$ cat src/rtl/mbq_pkg.sv
`timescale 1ns / 1ps
`default_nettype none
// ----------------------------------------------------------------------------
// mbq_pkg
// Shared types and constants of the per-user mailbox queue unit.
// ----------------------------------------------------------------------------
package mbq_pkg;

  localparam int MAX_USERS_DEF    = 8;
  localparam int QUEUE_DEPTH_DEF  = 16;
  localparam int PAYLOAD_BITS_DEF = 64;
  localparam int LIMIT_CAP        = 16;
  localparam int LIM_W            = 9;
  localparam logic [15:0] NO_SENDER = 16'hFFFF;

  typedef enum logic [3:0] {
    OP_ADD       = 4'd0,
    OP_REMOVE    = 4'd1,
    OP_POST_PRIV = 4'd2,
    OP_POST_PUB  = 4'd3,
    OP_READ_PRIV = 4'd4,
    OP_READ_PUB  = 4'd5,
    OP_SET_LIMIT = 4'd6,
    OP_CLEAR     = 4'd7,
    OP_QUERY     = 4'd8,
    OP_TOTALS    = 4'd9
  } op_t;

  typedef enum logic [2:0] {
    ST_OK      = 3'd0,
    ST_NOSPACE = 3'd1,
    ST_NOUSER  = 3'd2,
    ST_EXISTS  = 3'd3,
    ST_FULL    = 3'd4,
    ST_STOPPED = 3'd5,
    ST_EMPTY   = 3'd6
  } status_t;

  typedef enum logic [3:0] {
    C_NONE, C_ADD, C_REMOVE, C_PPUSH, C_PDROP, C_QPUSH, C_QDROP,
    C_PPOP, C_QPOP, C_TRIM, C_CLEAR
  } cmd_kind_t;

  typedef struct packed {
    cmd_kind_t   kind;
    logic [15:0] user;
    logic [14:0] sender;
    logic [LIM_W-1:0] limit;
  } mbq_cmd_t;

  typedef enum logic [2:0] {
    S_IDLE, S_EXEC, S_WALK, S_READ, S_DONE
  } state_t;

endpackage
`default_nettype wire

$ cat src/rtl/mbq_cell.sv
`timescale 1ns / 1ps
`default_nettype none
// ----------------------------------------------------------------------------
// mbq_cell
// One user slot: id, queue counts and heads, drop counter, last sender.
// ----------------------------------------------------------------------------
module mbq_cell import mbq_pkg::*; #(
  parameter int QUEUE_DEPTH = QUEUE_DEPTH_DEF,
  localparam int HW = (QUEUE_DEPTH > 1) ? $clog2(QUEUE_DEPTH) : 1,
  localparam int CW = $clog2(QUEUE_DEPTH + 1)
) (
  input  logic          clk,
  input  logic          rst,
  input  mbq_cmd_t      cmd,
  input  logic          sel,
  input  logic          free_in,
  output logic          free_out,
  output logic          claim,
  output logic          used,
  output logic [15:0]   user,
  output logic [CW-1:0] pcnt,
  output logic [CW-1:0] qcnt,
  output logic [HW-1:0] phead,
  output logic [HW-1:0] qhead,
  output logic [31:0]   drops,
  output logic [15:0]   last_pid
);

  logic [CW-1:0] lim;

  // lowest free slot wins: the chain carries "a free slot seen already"
  assign claim    = !used && !free_in;
  assign free_out = free_in || !used;
  assign lim      = CW'(cmd.limit);

  function automatic logic [HW-1:0] head_inc(input logic [HW-1:0] h);
    if (HW'(QUEUE_DEPTH - 1) == h) return '0;
    return h + HW'(1);
  endfunction

  always_ff @(posedge clk) begin
    if (sel && cmd.kind == C_ADD) begin
      user <= cmd.user;
    end
  end

  always_ff @(posedge clk) begin
    if (rst) begin
      used     <= 1'b0;
      pcnt     <= '0;
      qcnt     <= '0;
      phead    <= '0;
      qhead    <= '0;
      drops    <= '0;
      last_pid <= NO_SENDER;
    end else if (sel) begin
      case (cmd.kind)
        C_ADD: begin
          used     <= 1'b1;
          pcnt     <= '0;
          qcnt     <= '0;
          phead    <= '0;
          qhead    <= '0;
          drops    <= '0;
          last_pid <= NO_SENDER;
        end
        C_REMOVE: begin
          used <= 1'b0;
          pcnt <= '0;
          qcnt <= '0;
        end
        C_PPUSH: begin
          pcnt     <= pcnt + CW'(1);
          last_pid <= {1'b0, cmd.sender};
        end
        C_QPUSH: qcnt <= qcnt + CW'(1);
        C_PDROP, C_QDROP: begin
          if (drops != '1) drops <= drops + 32'd1;
        end
        C_PPOP: begin
          phead <= head_inc(phead);
          pcnt  <= pcnt - CW'(1);
        end
        C_QPOP: begin
          qhead <= head_inc(qhead);
          qcnt  <= qcnt - CW'(1);
        end
        C_TRIM: begin
          if (pcnt > lim) pcnt <= lim;
          if (qcnt > lim) qcnt <= lim;
        end
        C_CLEAR: begin
          pcnt  <= '0;
          qcnt  <= '0;
          phead <= '0;
          qhead <= '0;
        end
        default: ;
      endcase
    end
  end

endmodule
`default_nettype wire

$ cat config.mk
export PLATFORM = sky130hd
export DESIGN_NAME = mbq_cell
export DESIGN_NICKNAME = d
export VERILOG_FILES = /design/src/rtl/mbq_pkg.sv /design/src/rtl/mbq_cell.sv
export SDC_FILE = /design/constraint.sdc
export NUM_CORES = 1
export LEC_CHECK = 0
export ABC_CLOCK_PERIOD_IN_PS = 3100
export BUFFER_PORTS_ARGS = -buffer_cell sky130_fd_sc_hd__buf_2
export CAP_MARGIN = 40
export CORE_AREA = 2 2 94 96
export DETAILED_ROUTE_END_ITERATION = 6
export DIE_AREA = 0 0 96 98
export PLACE_DENSITY = 0.8
export SLEW_MARGIN = 20
export SYNTH_ARGS = -nofsm -noshare
export SYNTH_HDL_FRONTEND = slang
export SYNTH_SLANG_ARGS = --single-unit
$ cat constraint.sdc
create_clock -name clk -period 3.1 [get_ports clk]
set_input_delay 0.31 -clock clk [delete_from_list [all_inputs] [get_ports clk]]
set_output_delay 0.31 -clock clk [all_outputs]
set_load 0.02 [all_outputs]
==> metrics.md <==
| Metric | Value |
|---|---|
| Die area | `about 9400 µm²` |
| IO buf count | `128` |
| Vias/cell | `5.877` |
| Die width | `96 µm` |
| Worst endpoint required time | `around 3.4 ns` |
| Outcome | `complete, no violations` |
| Worst slack at placement | `0.6173 ns` |
| Reg2reg start | `drops[14]$_SDFFE_PP0P_` |
| Residual DRC count | `0` |
| Finish-stage setup viols | `0` |
| Post-Syn Nets | `around 550` |
| Hold buffers post-CTS | `0` |
| Drt initial violations | `about 220` |
| Post-synthesis sequential area ratio | `between 40% and 50%` |
| Post-Synthesis Cells | `480` |
| Worst Tran Pin Value | `roughly 0.80 ns` |
| Num CTS Buffers | `9` |
| Synth Register Bits | `just over 80` |
| RSZ-0062 raised after global routing | `false` |
| Syn-to-layout area delta | `21.00%` |
| CTS tree | `yes` |
| Ant diodes | `0` |
| Leakage | `2.224 nW` |
| Tot GR Track Use | `a little under a quarter` |
| CP startpoint kind | `flop` |
| Layout Nets | `about 670` |
| Starting Density | `50.67%` |
| Highest Clock Rate | `422.4 MHz` |
| # IOs | `~130` |
| Clk_lat worst skew | `about 0.36 ns` |
| Final WS setup | `0.7325 ns` |
| Tmin final | `around 2.4 ns` |
| Async SR Flop Fraction | `0%` |
| Post-synth EDFFs | `16` |
| Gpl congestion | `0.8386` |
| Via count | `4190` |
| Main flop type after synthesis | `dfxtp_1` |
| First-pass GRT wire length | `17.82 mm` |
| R2R Setup Slk | `~0.73 ns` |
| Die Height | `a little under 100 µm` |
| H-tree depth | `3` |
| Maxcap violations | `0` |
| Final Hold Viols | `0` |
| Final WL | `approximately 11 mm` |
| M1 WL | `about 4.8 mm` |
| Max clock buf depth | `2` |
| Period utilisation layout | `76.37%` |
| Clock skew | `just under 0.01 ns` |
| Crit path DAT | `2.65 ns` |
| Yosys warns | `0` |
| # rows | `34` |
| Initial antenna violation count | `0` |
| WL met2 | `~5.4 mm` |
| Finished Layout Cells | `between 700 and 800` |
| Kind of critical path | `reg -> reg` |
| Syn Area/Cell | `about 8.9 µm²` |
| Synthesized area | `4289 µm²` |
| Gr ovfl total | `0` |
| Sum of negative setup slack | `0 ns` |
| Worst VDD drop | `approximately 0.25 mV` |
| Core Region | `~8500 µm²` |
| Post-synth cell types | `60` |
| Post-CTS Setup Inserts | `0` |
| Worst slew margin | `between 40% and 50%` |
| TritonRoute pass-1 iters | `5` |
| Setup crit end kind | `flop` |
| Worst setup endpoint | `drops[26]$_SDFFE_PP0P_` |
| Met3 wire len | `835 µm` |
| Largest fanout on the critical path | `9` |
| Reg2reg path depth | `6` |
| Clk root buf | `clkbuf_8` |
| Pwr/cell area | `~400 nW/µm²` |
| Max-slew violation count | `0` |
| Uppermost layer routed | `met4` |
| PostCTS Resize Cnt | `0` |
| Clk pin slew, worst setup/hold paths | `roughly 0.090 ns` |
| Worst Hold Launch | `cmd[25]` |
| Number of global-route vias before repair | `approximately 3.8k` |
| Final ANT Viol Nets | `0` |
| DP Cell Count | `697` |
| Worst setup startpoint | `drops[14]$_SDFFE_PP0P_` |
| Clock sinks | `83` |
| Pin count of the biggest net entering global routing | `between 40 and 50` |
| Hpwl dp | `about 7.9 mm` |
| Detailed-route wire length per cell | `around 16 µm` |
| Min-Delay Path Class | `in -> reg` |
| Share of cells above drive strength 1 | `roughly 28%` |
| Reg2reg end | `drops[26]$_SDFFE_PP0P_` |
## power by group
part | internal (mW) | switching (mW)
registers | 1.11 | 0.0143
logic | 0.0835 | 0.131
clock network | 0.305 | 0.425
## placed cells by master, fill, tap and decap left out, types with 7 or more instances in the layout
cell type,count
a21o_1,10
a21oi_1,28
a22oi_1,7
a311oi_1,15
a31oi_1,12
buf_2,128
buf_4,9
clkbuf_8,9
dfxtp_1,67
edfxtp_1,16
ha_1,19
inv_1,18
nand2_1,55
nand3_1,13
nand4_1,11
nor2_1,41
o21ai_0,28
o22ai_1,15
## layer usage
| metal | global-route usage, % | up-vias |
|---|---|---|
| met5 | 0 | - |
| met4 | 9.121 | 0 |
| met3 | 5.093 | 13 |
| met2 | 39.26 | 150 |
| met1 | 29.77 | 1984 |
| li1 | - | 2043 |
## worst min path at each step
stage,to,slack (ns),cells after the start
after global placement,last_pid[15]$_SDFFE_PP1P_,0.46,2
final,user[1]$_DFFE_PP_,0.13,1
after detailed placement,last_pid[15]$_SDFFE_PP1P_,0.47,2
after global routing,user[5]$_DFFE_PP_,0.10,1
after floorplan,user[0]$_DFFE_PP_,0.41,0
after CTS,user[1]$_DFFE_PP_,0.11,1
## area by class of cell
cell class	count	area, µm²
flip-flops and latches	83	1822
repair buffers	137	708.2
multi-input cells	351	2276
clock inverters	7	57.56
fillers	756	3276
inverters	18	67.56
clock buffers	9	123.9
well taps	108	135.1
## synthesized netlist by cell type (all sizes together) (3+ instances only)
master	instances	share of area, %
dfxtp	67	31
nand2	55	4.8
nor2	41	3.6
a21oi	28	3.3
o21ai	28	3.3
clkbuf	20	1.8
ha	19	5.5
inv	18	1.6
edfxtp	16	11
a311oi	15	3.1
o22ai	15	2.2
nand3	13	1.5
a31oi	12	1.8
nand4	12	2.1
a21o	10	1.8
buf	8	1.1
a22oi	7	1.2
and4	7	1.5
and2	6	0.88
mux2i	5	1.2
nand2b	5	0.73
nor3	5	0.96
nor4	5	0.73
o21a	5	0.88
xnor2	5	1.0
a211oi	4	0.70
a41oi	4	0.82
nor2b	4	0.58
o211ai	4	0.70
and3	3	0.44
xor2	3	0.61
## state kept, by name, indices dropped and copies added (netlist names)
signal,count
user,16
used,1
last_pid,16
phead,4
qhead,4
drops,32
qcnt,5
pcnt,5
## metrics by stage
step,util (%),cell area (µm²),hold slack [ns],total power [mW]
2_1_floorplan,-,4289,0.4089,1.288
3_5_place_dp,59.16,5009,0.4721,1.364
3_3_place_gp,59.16,5009,0.4551,1.358
4_1_cts,61.31,5190,0.1094,2.090
6_report,61.31,5190,0.1254,2.072
5_1_grt,61.31,5190,0.1021,2.168
## critical path, stage by stage, from the launching register on
cell	delay, ns
dfxtp_1	0.49
and4_1	0.42
nand4_4	0.17
nor3_4	0.36
o2111ai_2	0.21
or4b_1	0.50
a21oi_1	0.14
## logic make-up after synthesis
logic type,synth area share (%)
flops,42.47
xor+xnor,1.634
simple gates,20.54
mux,1.429
compound gates,22.99
buf+inv,4.463
fa+ha+maj,6.476
Power figures use the tool's default switching activity.
